<file path="src/sv/hrc_pkg.sv">
// shared types and constants of the hardware monitor reading converter
// used by hrc_front, hrc_div_cell and hwmon_reading_converter
package hrc_pkg;

    localparam int CH_W      = 4;
    localparam int RAW_W     = 8;
    localparam int RATIO_W   = 15;
    localparam int VALUE_W   = 29;
    localparam int DIVISOR_W = 16;
    localparam int PROD_W    = RATIO_W + RAW_W;
    localparam int CFG_IDX_W = 3;

    // one restoring division cell per quotient bit
    localparam int DIV_CELLS = VALUE_W;

    localparam logic [CH_W-1:0] VOLT_CH_LAST = 4'd4;
    localparam logic [CH_W-1:0] TEMP_CH_LAST = 4'd7;
    localparam logic [CH_W-1:0] TACH_CH_LAST = 4'd11;
    localparam logic [CH_W-1:0] VCC_CH      = 4'd2;

    localparam logic [RAW_W-1:0]     TEMP_INVALID = 8'h80;
    localparam logic [DIVISOR_W-1:0] TACH_STALLED = 16'hffff;
    localparam logic [VALUE_W-1:0]   TACH_NUMERATOR = 29'd5400000;
    localparam logic signed [VALUE_W:0] ZERO_C_UK      = 30'sd273150000;
    localparam logic signed [VALUE_W:0] MICRO_PER_UNIT = 30'sd1000000;
    localparam logic [9:0]           MV_TO_UV      = 10'd1000;
    // x / 192 == (x >> 6) / 3
    localparam int                   VOLT_SHIFT    = 6;
    localparam logic [DIVISOR_W-1:0] VOLT_DIV_REST = 16'd3;
    localparam logic [DIVISOR_W-1:0] UNIT_DIVISOR  = 16'd1;

    typedef enum logic [CFG_IDX_W-1:0] {
        CFG_RATIO_2V5     = 3'd0,
        CFG_RATIO_VCCP    = 3'd1,
        CFG_RATIO_VCC     = 3'd2,
        CFG_RATIO_5V      = 3'd3,
        CFG_RATIO_12V     = 3'd4,
        CFG_VCC_ALT_RATIO = 3'd5,
        CFG_VCC_ALT_SEL   = 3'd6
    } cfg_idx_e;

    typedef struct packed {
        logic [RATIO_W-1:0] ratio_2v5;
        logic [RATIO_W-1:0] ratio_vccp;
        logic [RATIO_W-1:0] ratio_vcc;
        logic [RATIO_W-1:0] ratio_5v;
        logic [RATIO_W-1:0] ratio_12v;
        logic [RATIO_W-1:0] vcc_alt_ratio;
        logic               vcc_alt_select;
    } cfg_t;

    localparam cfg_t CFG_RESET = '{
        ratio_2v5:      15'd2500,
        ratio_vccp:     15'd2250,
        ratio_vcc:      15'd3300,
        ratio_5v:       15'd5000,
        ratio_12v:      15'd12000,
        vcc_alt_ratio:  15'd5000,
        vcc_alt_select: 1'b0
    };

    // item moving down the divider chain; word holds the dividend bits still
    // to be consumed in its top end and the quotient bits in its low end
    typedef struct packed {
        logic [CH_W-1:0]      channel;
        logic                 ok;
        logic [DIVISOR_W-1:0] divisor;
        logic [DIVISOR_W-1:0] rem;
        logic [VALUE_W-1:0]   word;
    } div_word_t;

endpackage

</file>
<file path="src/sv/hrc_front.sv">
// front end: decodes the channel, scales voltages and temperatures and
// sets up dividend and divisor for the divider chain; uses hrc_pkg
module hrc_front (
    input  logic                     aclk,
    input  logic                     aresetn,
    input  hrc_pkg::cfg_t            cfg,
    input  logic                     in_valid,
    output logic                     in_ready,
    input  logic [hrc_pkg::CH_W-1:0] in_channel,
    input  logic [hrc_pkg::RAW_W-1:0] in_raw_low,
    input  logic [hrc_pkg::RAW_W-1:0] in_raw_high,
    input  logic                     in_bus_failed,
    output logic                     dn_valid,
    input  logic                     dn_ready,
    output hrc_pkg::div_word_t       dn_data
);
    import hrc_pkg::*;

    typedef enum logic [1:0] {
        KIND_VOLT,
        KIND_TEMP,
        KIND_TACH,
        KIND_NONE
    } kind_t;

    typedef struct packed {
        logic [CH_W-1:0]      channel;
        logic                 ok;
        kind_t                kind;
        logic [PROD_W-1:0]    prod;
        logic [VALUE_W-1:0]   temp_uk;
        logic [DIVISOR_W-1:0] count;
    } front_t;

    logic                 a_valid_reg, a_valid_next;
    front_t               a_reg, a_next;
    logic                 a_ready;
    logic                 b_valid_reg, b_valid_next;
    div_word_t            b_reg, b_next;

    logic [RATIO_W-1:0]   base_ratio;
    logic [RATIO_W-1:0]   use_ratio;
    logic                 drop;
    logic [DIVISOR_W-1:0] count;
    logic signed [VALUE_W:0] temp_s;
    logic [PROD_W+9:0]    volt_uv;

    always_comb begin
        case (in_channel)
            4'd0:    base_ratio = cfg.ratio_2v5;
            4'd1:    base_ratio = cfg.ratio_vccp;
            4'd2:    base_ratio = cfg.ratio_vcc;
            4'd3:    base_ratio = cfg.ratio_5v;
            default: base_ratio = cfg.ratio_12v;
        endcase
        use_ratio = base_ratio;
        if (in_channel == VCC_CH && cfg.vcc_alt_ratio != '0 && cfg.vcc_alt_select) begin
            use_ratio = cfg.vcc_alt_ratio;
        end
        drop  = (in_channel <= VOLT_CH_LAST) && (base_ratio == '0);
        count = {in_raw_high, in_raw_low};
        temp_s = ZERO_C_UK
               + $signed({{(VALUE_W + 1 - RAW_W){in_raw_low[RAW_W-1]}}, in_raw_low})
               * MICRO_PER_UNIT;

        a_next.channel = in_channel;
        a_next.prod    = PROD_W'(use_ratio * in_raw_low);
        a_next.temp_uk = temp_s[VALUE_W-1:0];
        a_next.count   = count;
        if (in_channel <= VOLT_CH_LAST) begin
            a_next.kind = KIND_VOLT;
            a_next.ok   = !in_bus_failed;
        end else if (in_channel <= TEMP_CH_LAST) begin
            a_next.kind = KIND_TEMP;
            a_next.ok   = !in_bus_failed && (in_raw_low != TEMP_INVALID);
        end else if (in_channel <= TACH_CH_LAST) begin
            a_next.kind = KIND_TACH;
            a_next.ok   = !in_bus_failed && (count != '0) && (count != TACH_STALLED);
        end else begin
            a_next.kind = KIND_NONE;
            a_next.ok   = 1'b0;
        end
    end

    assign in_ready     = !a_valid_reg || a_ready;
    // a disabled voltage channel is taken and dropped here
    assign a_valid_next = in_ready ? (in_valid && !drop) : a_valid_reg;

    assign a_ready  = !b_valid_reg || dn_ready;

    always_comb begin
        volt_uv         = (PROD_W + 10)'(a_reg.prod) * (PROD_W + 10)'(MV_TO_UV);
        b_next.channel  = a_reg.channel;
        b_next.ok       = a_reg.ok;
        b_next.rem      = '0;
        b_next.divisor  = UNIT_DIVISOR;
        b_next.word     = '0;
        if (a_reg.ok) begin
            case (a_reg.kind)
                KIND_VOLT: begin
                    b_next.word    = VALUE_W'(volt_uv >> VOLT_SHIFT);
                    b_next.divisor = VOLT_DIV_REST;
                end
                KIND_TEMP: begin
                    b_next.word    = a_reg.temp_uk;
                end
                KIND_TACH: begin
                    b_next.word    = TACH_NUMERATOR;
                    b_next.divisor = a_reg.count;
                end
                default: begin
                    b_next.word    = '0;
                end
            endcase
        end
    end

    assign b_valid_next = a_ready ? a_valid_reg : b_valid_reg;

    always_ff @(posedge aclk) begin
        if (!aresetn) begin
            a_valid_reg <= 1'b0;
            b_valid_reg <= 1'b0;
        end else begin
            a_valid_reg <= a_valid_next;
            b_valid_reg <= b_valid_next;
        end
    end

    always_ff @(posedge aclk) begin
        if (in_ready) begin
            a_reg <= a_next;
        end
        if (a_ready) begin
            b_reg <= b_next;
        end
    end

    assign dn_valid = b_valid_reg;
    assign dn_data  = b_reg;

endmodule

</file>
<file path="src/sv/hrc_div_cell.sv">
// one cell of the divider chain: one restoring division step per item
// with its own valid/ready stage register; uses hrc_pkg
module hrc_div_cell (
    input  logic               aclk,
    input  logic               aresetn,
    input  logic               up_valid,
    output logic               up_ready,
    input  hrc_pkg::div_word_t up_data,
    output logic               dn_valid,
    input  logic               dn_ready,
    output hrc_pkg::div_word_t dn_data
);
    import hrc_pkg::*;

    logic                 valid_reg, valid_next;
    div_word_t            data_reg, data_next;
    logic [DIVISOR_W:0]   trial;
    logic [DIVISOR_W:0]   diff;
    logic                 ge;

    always_comb begin
        trial = {up_data.rem, up_data.word[VALUE_W-1]};
        diff  = trial - {1'b0, up_data.divisor};
        ge    = trial >= {1'b0, up_data.divisor};
        data_next      = up_data;
        // remainder stays below the divisor, so 16 bits suffice
        data_next.rem  = ge ? diff[DIVISOR_W-1:0] : trial[DIVISOR_W-1:0];
        data_next.word = {up_data.word[VALUE_W-2:0], ge};
    end

    assign up_ready   = !valid_reg || dn_ready;
    assign valid_next = up_ready ? up_valid : valid_reg;

    always_ff @(posedge aclk) begin
        if (!aresetn) begin
            valid_reg <= 1'b0;
        end else begin
            valid_reg <= valid_next;
        end
    end

    always_ff @(posedge aclk) begin
        if (up_ready) begin
            data_reg <= data_next;
        end
    end

    assign dn_valid = valid_reg;
    assign dn_data  = data_reg;

endmodule

</file>
<file path="src/sv/hwmon_reading_converter.sv">
// top level of the hardware monitor reading converter: config registers,
// front end and divider chain; uses hrc_pkg, hrc_front, hrc_div_cell
//
// usage:
//   s_ channel: one raw reading per item; s_tuser carries channel and the
//   bus-failure flag, s_tdata the low and high raw bytes.
//   m_ channel: one result per item; m_tuser carries channel and valid flag,
//   m_tdata the value (microvolts, microkelvin or rpm).
//   a voltage item whose channel ratio is zero is taken and gives no result.
//   cfg_wr_en/cfg_index/cfg_wdata write one register per clock, no read-back;
//   write only while no item is in flight.
// path: an item passes two front stages, the first loaded at the accepting
// edge, then one cell per quotient bit of the 29-bit restoring divider
// chain, before m_tvalid rises.
// throughput: one item per cycle; every stage has its own valid/ready
// register, so bubbles fill up and items keep entering while a result waits.
// when m_tready is low the chain fills stage by stage and s_tready drops
// only once every stage holds an item. no item is lost or repeated.
// reset: aresetn (synchronous, active low) empties the pipeline and loads
// the default ratios.
module hwmon_reading_converter (
    input  logic                          aclk,
    input  logic                          aresetn,
    input  logic                          s_tvalid,
    output logic                          s_tready,
    input  logic [15:0]                   s_tdata,  // raw_low, raw_high
    input  logic [4:0]                    s_tuser,  // channel, bus_failed
    output logic                          m_tvalid,
    input  logic                          m_tready,
    output logic [31:0]                   m_tdata,  // value, zero fill
    output logic [4:0]                    m_tuser,  // out_channel, is_valid
    input  logic                          cfg_wr_en,
    input  logic [hrc_pkg::CFG_IDX_W-1:0] cfg_index,
    input  logic [hrc_pkg::RATIO_W-1:0]   cfg_wdata
);
    import hrc_pkg::*;

    cfg_t      cfg_reg, cfg_next;
    logic      vld   [DIV_CELLS+1];
    logic      rdy   [DIV_CELLS+1];
    div_word_t word  [DIV_CELLS+1];

    always_comb begin
        cfg_next = cfg_reg;
        if (cfg_wr_en) begin
            case (cfg_index)
                CFG_RATIO_2V5:     cfg_next.ratio_2v5      = cfg_wdata;
                CFG_RATIO_VCCP:    cfg_next.ratio_vccp     = cfg_wdata;
                CFG_RATIO_VCC:     cfg_next.ratio_vcc      = cfg_wdata;
                CFG_RATIO_5V:      cfg_next.ratio_5v       = cfg_wdata;
                CFG_RATIO_12V:     cfg_next.ratio_12v      = cfg_wdata;
                CFG_VCC_ALT_RATIO: cfg_next.vcc_alt_ratio  = cfg_wdata;
                CFG_VCC_ALT_SEL:   cfg_next.vcc_alt_select = cfg_wdata[0];
                default:           cfg_next = cfg_reg;
            endcase
        end
    end

    always_ff @(posedge aclk) begin
        if (!aresetn) begin
            cfg_reg <= CFG_RESET;
        end else begin
            cfg_reg <= cfg_next;
        end
    end

    hrc_front u_front (
        .aclk          (aclk),
        .aresetn       (aresetn),
        .cfg           (cfg_reg),
        .in_valid      (s_tvalid),
        .in_ready      (s_tready),
        .in_channel    (s_tuser[3:0]),
        .in_raw_low    (s_tdata[7:0]),
        .in_raw_high   (s_tdata[15:8]),
        .in_bus_failed (s_tuser[4]),
        .dn_valid      (vld[0]),
        .dn_ready      (rdy[0]),
        .dn_data       (word[0])
    );

    for (genvar i = 0; i < DIV_CELLS; i++) begin : g_cell
        hrc_div_cell u_cell (
            .aclk     (aclk),
            .aresetn  (aresetn),
            .up_valid (vld[i]),
            .up_ready (rdy[i]),
            .up_data  (word[i]),
            .dn_valid (vld[i+1]),
            .dn_ready (rdy[i+1]),
            .dn_data  (word[i+1])
        );
    end

    assign rdy[DIV_CELLS] = m_tready;
    assign m_tvalid = vld[DIV_CELLS];
    assign m_tdata  = {{(32 - VALUE_W){1'b0}}, word[DIV_CELLS].word};
    assign m_tuser  = {word[DIV_CELLS].ok, word[DIV_CELLS].channel};

    // invalid results carry a zero value
    a_invalid_zero: assert property (@(posedge aclk) disable iff (!aresetn)
        m_tvalid && !m_tuser[4] |-> m_tdata == '0)
        else $error("invalid result with nonzero value");

    // channels past the tachometers never give a valid result
    a_unknown_ch: assert property (@(posedge aclk) disable iff (!aresetn)
        m_tvalid && (m_tuser[3:0] > TACH_CH_LAST) |-> !m_tuser[4])
        else $error("valid result on unknown channel");

    // a tach quotient lies between numerator / 0xfffe and the numerator
    a_tach_range: assert property (@(posedge aclk) disable iff (!aresetn)
        m_tvalid && m_tuser[4] && (m_tuser[3:0] > TEMP_CH_LAST)
        |-> (m_tdata <= 32'(TACH_NUMERATOR)) && (m_tdata >= 32'd82))
        else $error("tach result out of range");

    // a voltage result stays below 2^26 microvolts
    a_volt_range: assert property (@(posedge aclk) disable iff (!aresetn)
        m_tvalid && (m_tuser[3:0] <= VOLT_CH_LAST) |-> m_tdata[31:26] == '0)
        else $error("voltage result out of range");

    // a stalled result is held until taken
    a_out_hold: assert property (@(posedge aclk) disable iff (!aresetn)
        m_tvalid && !m_tready |=> m_tvalid && $stable(m_tdata) && $stable(m_tuser))
        else $error("stalled result changed");

endmodule
</file>
<file path="config.mk">
export PLATFORM = sky130hd
export DESIGN_NAME = hwmon_reading_converter
export DESIGN_NICKNAME = d
export VERILOG_FILES = /design/src/sv/hrc_pkg.sv /design/src/sv/hrc_front.sv /design/src/sv/hrc_div_cell.sv /design/src/sv/hwmon_reading_converter.sv
export SDC_FILE = /design/constraint.sdc
export NUM_CORES = 2
export LEC_CHECK = 0
export BUFFER_PORTS_ARGS = -buffer_cell sky130_fd_sc_hd__clkbuf_2
export CELL_PAD_IN_SITES_DETAIL_PLACEMENT = 2
export CELL_PAD_IN_SITES_GLOBAL_PLACEMENT = 2
export CORE_ASPECT_RATIO = 1.75
export CORE_MARGIN = 1.5
export CORE_UTILIZATION = 46
export DETAILED_ROUTE_END_ITERATION = 16
export PLACE_DENSITY_LB_ADDON = 0.1
export SLEW_MARGIN = 40
export SYNTH_ARGS = -nofsm -noshare
export SYNTH_HDL_FRONTEND = slang
export SYNTH_SLANG_ARGS = --single-unit
</file>
<file path="constraint.sdc">
create_clock -name aclk -period 8 [get_ports aclk]
set_input_delay 0.4 -clock aclk [delete_from_list [all_inputs] [get_ports aclk]]
set_output_delay 0.4 -clock aclk [all_outputs]
set_load 0.03 [all_outputs]
</file>
* Yosys cells after proc, flatten, opt, wreduce, memory -nomap -nowiden
Index checks and enable logic that the tools add are counted.
Cells by class: equality and inequality tests 13, add/subtract/negate cells 29, reductions and logical operators 85, multiplexer cells 35, multipliers 3, order comparisons 32
Operator list (number):
- $ge A17 B16 Y1 | 28
- $mux W16 | 27
- $sub A16 B16 Y16 | 27
- $pmux W29 S3 | 1
- $pmux W15 S4 | 1
- $logic_not A1 Y1 | 33
- $pmux W16 S2 | 1
- $logic_or A1 B1 Y1 | 31
- $mul A23 B7 Y30 const B | 1
- $add A29 B29 Y29 const A | 1
- $mul A15 B8 Y23 | 1
- $mul A8 B15 Y23 const B | 1
- $ge A1 B16 Y1 | 1
- $ne A16 B16 Y1 const B | 1
- $reduce_bool A16 Y1 | 1
- $sub A1 B16 Y16 | 1
- $logic_not A15 Y1 | 1
- $mux W15 | 1
- $reduce_bool A15 Y1 | 1
- $reduce_and A2 Y1 | 7
- $eq A3 B3 Y1 const B | 3
- $mux W3 | 3
- $eq A4 B2 Y1 const B | 2
- $le A4 B3 Y1 const B | 2
- 13 further kinds | 20
Word-level totals: bits of input ports 44, register bits 2129, output and inout bits 39, logic and storage cells 390

* Logic depth before layout (Yosys ltp)
depth after elaboration 32, depth in mapped cells 26, gate-level depth less buffers 24

* By module
From an unflattened synthesis, not the netlist that was laid out.
Unflattened totals: cell total of the unflattened synthesis 8435, area, all modules 111583.3 um^2
By module, submodules not included:
- hrc_div_cell at g_cell[0].u_cell ... | area an instance 3238.1 um^2, cells each 233, times used 25, seq. area each 2001.9 um^2
- hrc_front | area an instance 14247.4 um^2, cells each 1368, times used 1, seq. area each 3523.4 um^2
- hrc_div_cell at g_cell[1].u_cell ... | area an instance 3210.6 um^2, cells each 223, times used 3, seq. area each 2001.9 um^2
- hwmon_reading_converter | area an instance 3514.6 um^2, cells each 337, times used 1, seq. area each 1821.7 um^2
- hrc_div_cell at g_cell[22].u_cell | area an instance 3236.9 um^2, cells each 236, times used 1, seq. area each 2001.9 um^2

* Least setup slack after synthesis
No wires, ideal clock.
path kind input -> register, start input port s_tuser[0], end register u_front.a_reg[66] in the netlist's numbering, data pin, slack 1640 ps, stages on the path 23, data arrival time 6098 ps, data required time 7738 ps, buffers on the path 2, setup time 262 ps, path through clkbuf_1 -> nor4b_1 -> clkbuf_1 -> a221oi_1 -> a21oi_1 -> mux2i_1 -> nand2b_1 -> fa_1 -> fa_1 -> inv_1 -> fa_1 -> inv_1 -> fa_1 -> inv_1 -> ha_1 -> inv_1 -> a21oi_1 -> nor3_1 -> o21ai_0 -> a311oi_1 -> o31a_1 -> o21bai_1 -> xor2_1
RTL lines:
- from (decl) | line hwmon_reading_converter.sv:27 | input logic [4:0] s_tuser,
- to (signal assigned) | line hrc_front.sv:132 | a_reg <= a_next;
- to (decl) | line hrc_front.sv:36 | front_t a_reg, a_next;

==> flow_metrics.env <==
export IMPL_status="completed"
export IMPL_cp_max_fo=15
export IMPL_maxCapViolCount=0
export IMPL_fin_skew_ps=77.49
export IMPL_viasPerCell=5.864
export IMPL_period_minus_slack_ps=7063
export IMPL_grt_usage_pct=30.13
export IMPL_setup_worst_path_class="in -> reg"
export IMPL_setup_viol=0
export IMPL_cts_tree="done"
export IMPL_synth_main_ff_cell="edfxtp_1"
export IMPL_drc=0
export IMPL_r2r_end="u_front.a_reg[66]"
export IMPL_drv_slew=0
export IMPL_synth_top_area_cell="edfxtp_1"
export IMPL_grt_pass1_vias=75597
export IMPL_slew_headroom_pct=34.66
export IMPL_antenna_found_initial=7
export IMPL_cts_sinks=2120
export IMPL_yosys_warnings=0
export IMPL_synth_top_area_share_pct=59.30
export IMPL_hold_slack_ps=77.99
export IMPL_synthTopCellsByCount="1998 x edfxtp_1, 834 x inv_1, 704 x nand2_1"
export IMPL_hold_viol=0
export IMPL_grt_ovfl_total=0
export IMPL_cts_resized=0
export IMPL_rows=227
export IMPL_post_cts_repair_setup_buffers=0
export IMPL_start_kind="primary input"
export IMPL_numPortBuffers=79
export IMPL_largest_register_ffs=1882
export IMPL_tns_ps=0
export IMPL_ys_types=85
export IMPL_ys_seq_elements=2120
export IMPL_grt_max_degree=67
export IMPL_tightest_slew_ps=967.4
export IMPL_boundaryPins=83
export IMPL_synth_area_top_cells="edfxtp_1 59%, ha_1 7.6%, fa_1 4.1%"
export IMPL_crit_arrival_ps=7670
export IMPL_synth_area_mm2=0.1012
export IMPL_synthCells=7825
export IMPL_whs_path_depth=4
export IMPL_syn_to_final_growth_pct=11.13
export IMPL_clock_root_buffer="clkbuf_16"
export IMPL_fmax_ghz=0.1416
export IMPL_worstReg2RegStart="cfg_reg[3]"
export IMPL_num_vias=65065
export IMPL_synth_yosys_seq_area_share_pct=61.71
export IMPL_reg2regPathDepth=20
export IMPL_die_area_mm2=0.2229
export IMPL_async_flop_share_pct=0
export IMPL_worstPathRequired_ps=8610
export IMPL_post_synth_top_count_cell="edfxtp_1"
export IMPL_wl_mm=339.1
export IMPL_nNetsFinal=8932
export IMPL_ant_nets=0
export IMPL_rsz0062_at_grt="false"
export IMPL_die_h_um=623.4
export IMPL_hp_class="in -> reg"
export IMPL_hpwl_mm=243.8
export IMPL_first_pass_iters=7
export IMPL_hold_path_end="g_cell[27].u_cell.dn_valid"
export IMPL_grt_pass1_wl_mm=494.4
export IMPL_drt_iter0_markers=3563
export IMPL_drive_gt1_share_pct=7.864
export IMPL_coreArea_mm2=0.2184
export IMPL_gp_congestion=0.8397
export IMPL_clock_latency_ps=920
export IMPL_wl_per_cell_um=30.56
export IMPL_path_clk_slew_ps=60
export IMPL_r2r_setup_slack_ps=1310
export IMPL_die_x_um=357.5
export IMPL_numCtsBuffers=207
export IMPL_synth_edf_count=1998
export IMPL_worstSetupEndpointType="register"
export IMPL_postSynthAreaPerCell_um2=12.93
export IMPL_htree_num_levels=4
export IMPL_min_from="m_tready"
export IMPL_min_period_over_period_pct=88.28
export IMPL_initial_utilization_pct=46.32
export IMPL_cts_path_max_buffers=4
## what timing repair did
action	CTS	global route
hold buffers	34	0
setup endpoints to repair	0	0
endpoints found under the hold margin	138	0
## cells in the final DEF, fill, tap and decap left out, drive strengths merged, types with 37 or more instances in the layout
master and n:
clkbuf 315, nand4 122, dfxtp 122, and3 37, o21a 100, nor3 127, a21oi 419, xnor2 196
xor2 137, clkinv 90, o31ai 69, a21boi 132, inv 848, buf 77, nor2b 116, a21o 113
mux2i 93, a211o 57, or3 60, o21ai 380, nand3 113, nand2b 129, ha 615, o211ai 40
fa 207, nand2 704, nor2 367, edfxtp 1998, mux2 59
## routing by layer
metal  wire length [um]  global-route usage, %  vias up
met3              10480                  3.866     1112
met1             104400                  26.43    33511
met2             194100                  60.22     1692
met5                 20                      0        -
met4              30140                  22.53        4
li1                   -                      -    28746
## cells by family (layout without fill, tap and decap cells)
logic type | Yosys count | in the layout | synth area share (%)
AOI/OAI and AO/OA | 1532 | 1532 | 9.669
xor gates and xnor gates | 333 | 333 | 2.883
adders and majority gates | 822 | 822 | 11.70
buffers and inverters | 1000 | 1400 | 3.740
DFF | 2120 | 2120 | 61.71
muxes | 152 | 152 | 1.577
other | 1 | 10 | 0.003706
and+or+nand+nor | 1865 | 1865 | 8.713
## through the flow
stage	util [%]	area, um^2	setup slack (ps)	instances
after floorplan	-	101200	1640	7827
after global placement	48.16	105200	562.8	10680
after detailed placement	48.23	105300	419.6	10682
after CTS	51.44	112300	781.3	11086
after global routing	51.48	112400	671.6	11094
final	51.48	112400	937.2	11096
## worst max-delay path, cell delays in order
cell and delay (ps):
dlygate4sd3_1 550, clkbuf_2 130, nor2_2 270, and3_1 750, a221oi_1 170, a21oi_1 400
mux2i_2 250, nand2b_1 230, fa_1 510, fa_1 550, inv_1 60, fa_1 540
inv_1 60, fa_1 520, inv_1 40, ha_1 300, inv_1 70, a21oi_1 300
nor3_1 150, o21ai_0 540, a311oi_1 270, o31a_1 320, o21bai_1 160, xor2_1 90
## layout make-up
type | instances | area (um^2)
fill | 20795 | 106000
sequential | 2120 | 62440
multi-input combinational | 4707 | 35150
clock buffer | 237 | 5356
tap | 2862 | 3581
inverter | 841 | 3158
timing repair buffer | 189 | 1429
clock inverter | 133 | 1313
antenna | 7 | 17.52
## worst max path at each step
stage / slack, ps / start / to
after floorplan: 1640 / s_tuser[0] / u_front.a_reg[66]
after global placement: 560 / s_tuser[2] / u_front.a_reg[66]
after detailed placement: 420 / s_tuser[2] / u_front.a_reg[66]
after CTS: 780 / s_tuser[2] / u_front.a_reg[66]
after global routing: 670 / s_tuser[2] / u_front.a_reg[66]
final: 940 / s_tuser[2] / u_front.a_reg[66]
Power is left out: the tool's default activity adds up to more than one toggle a clock period on the data nets, which glitch-free logic cannot reach.
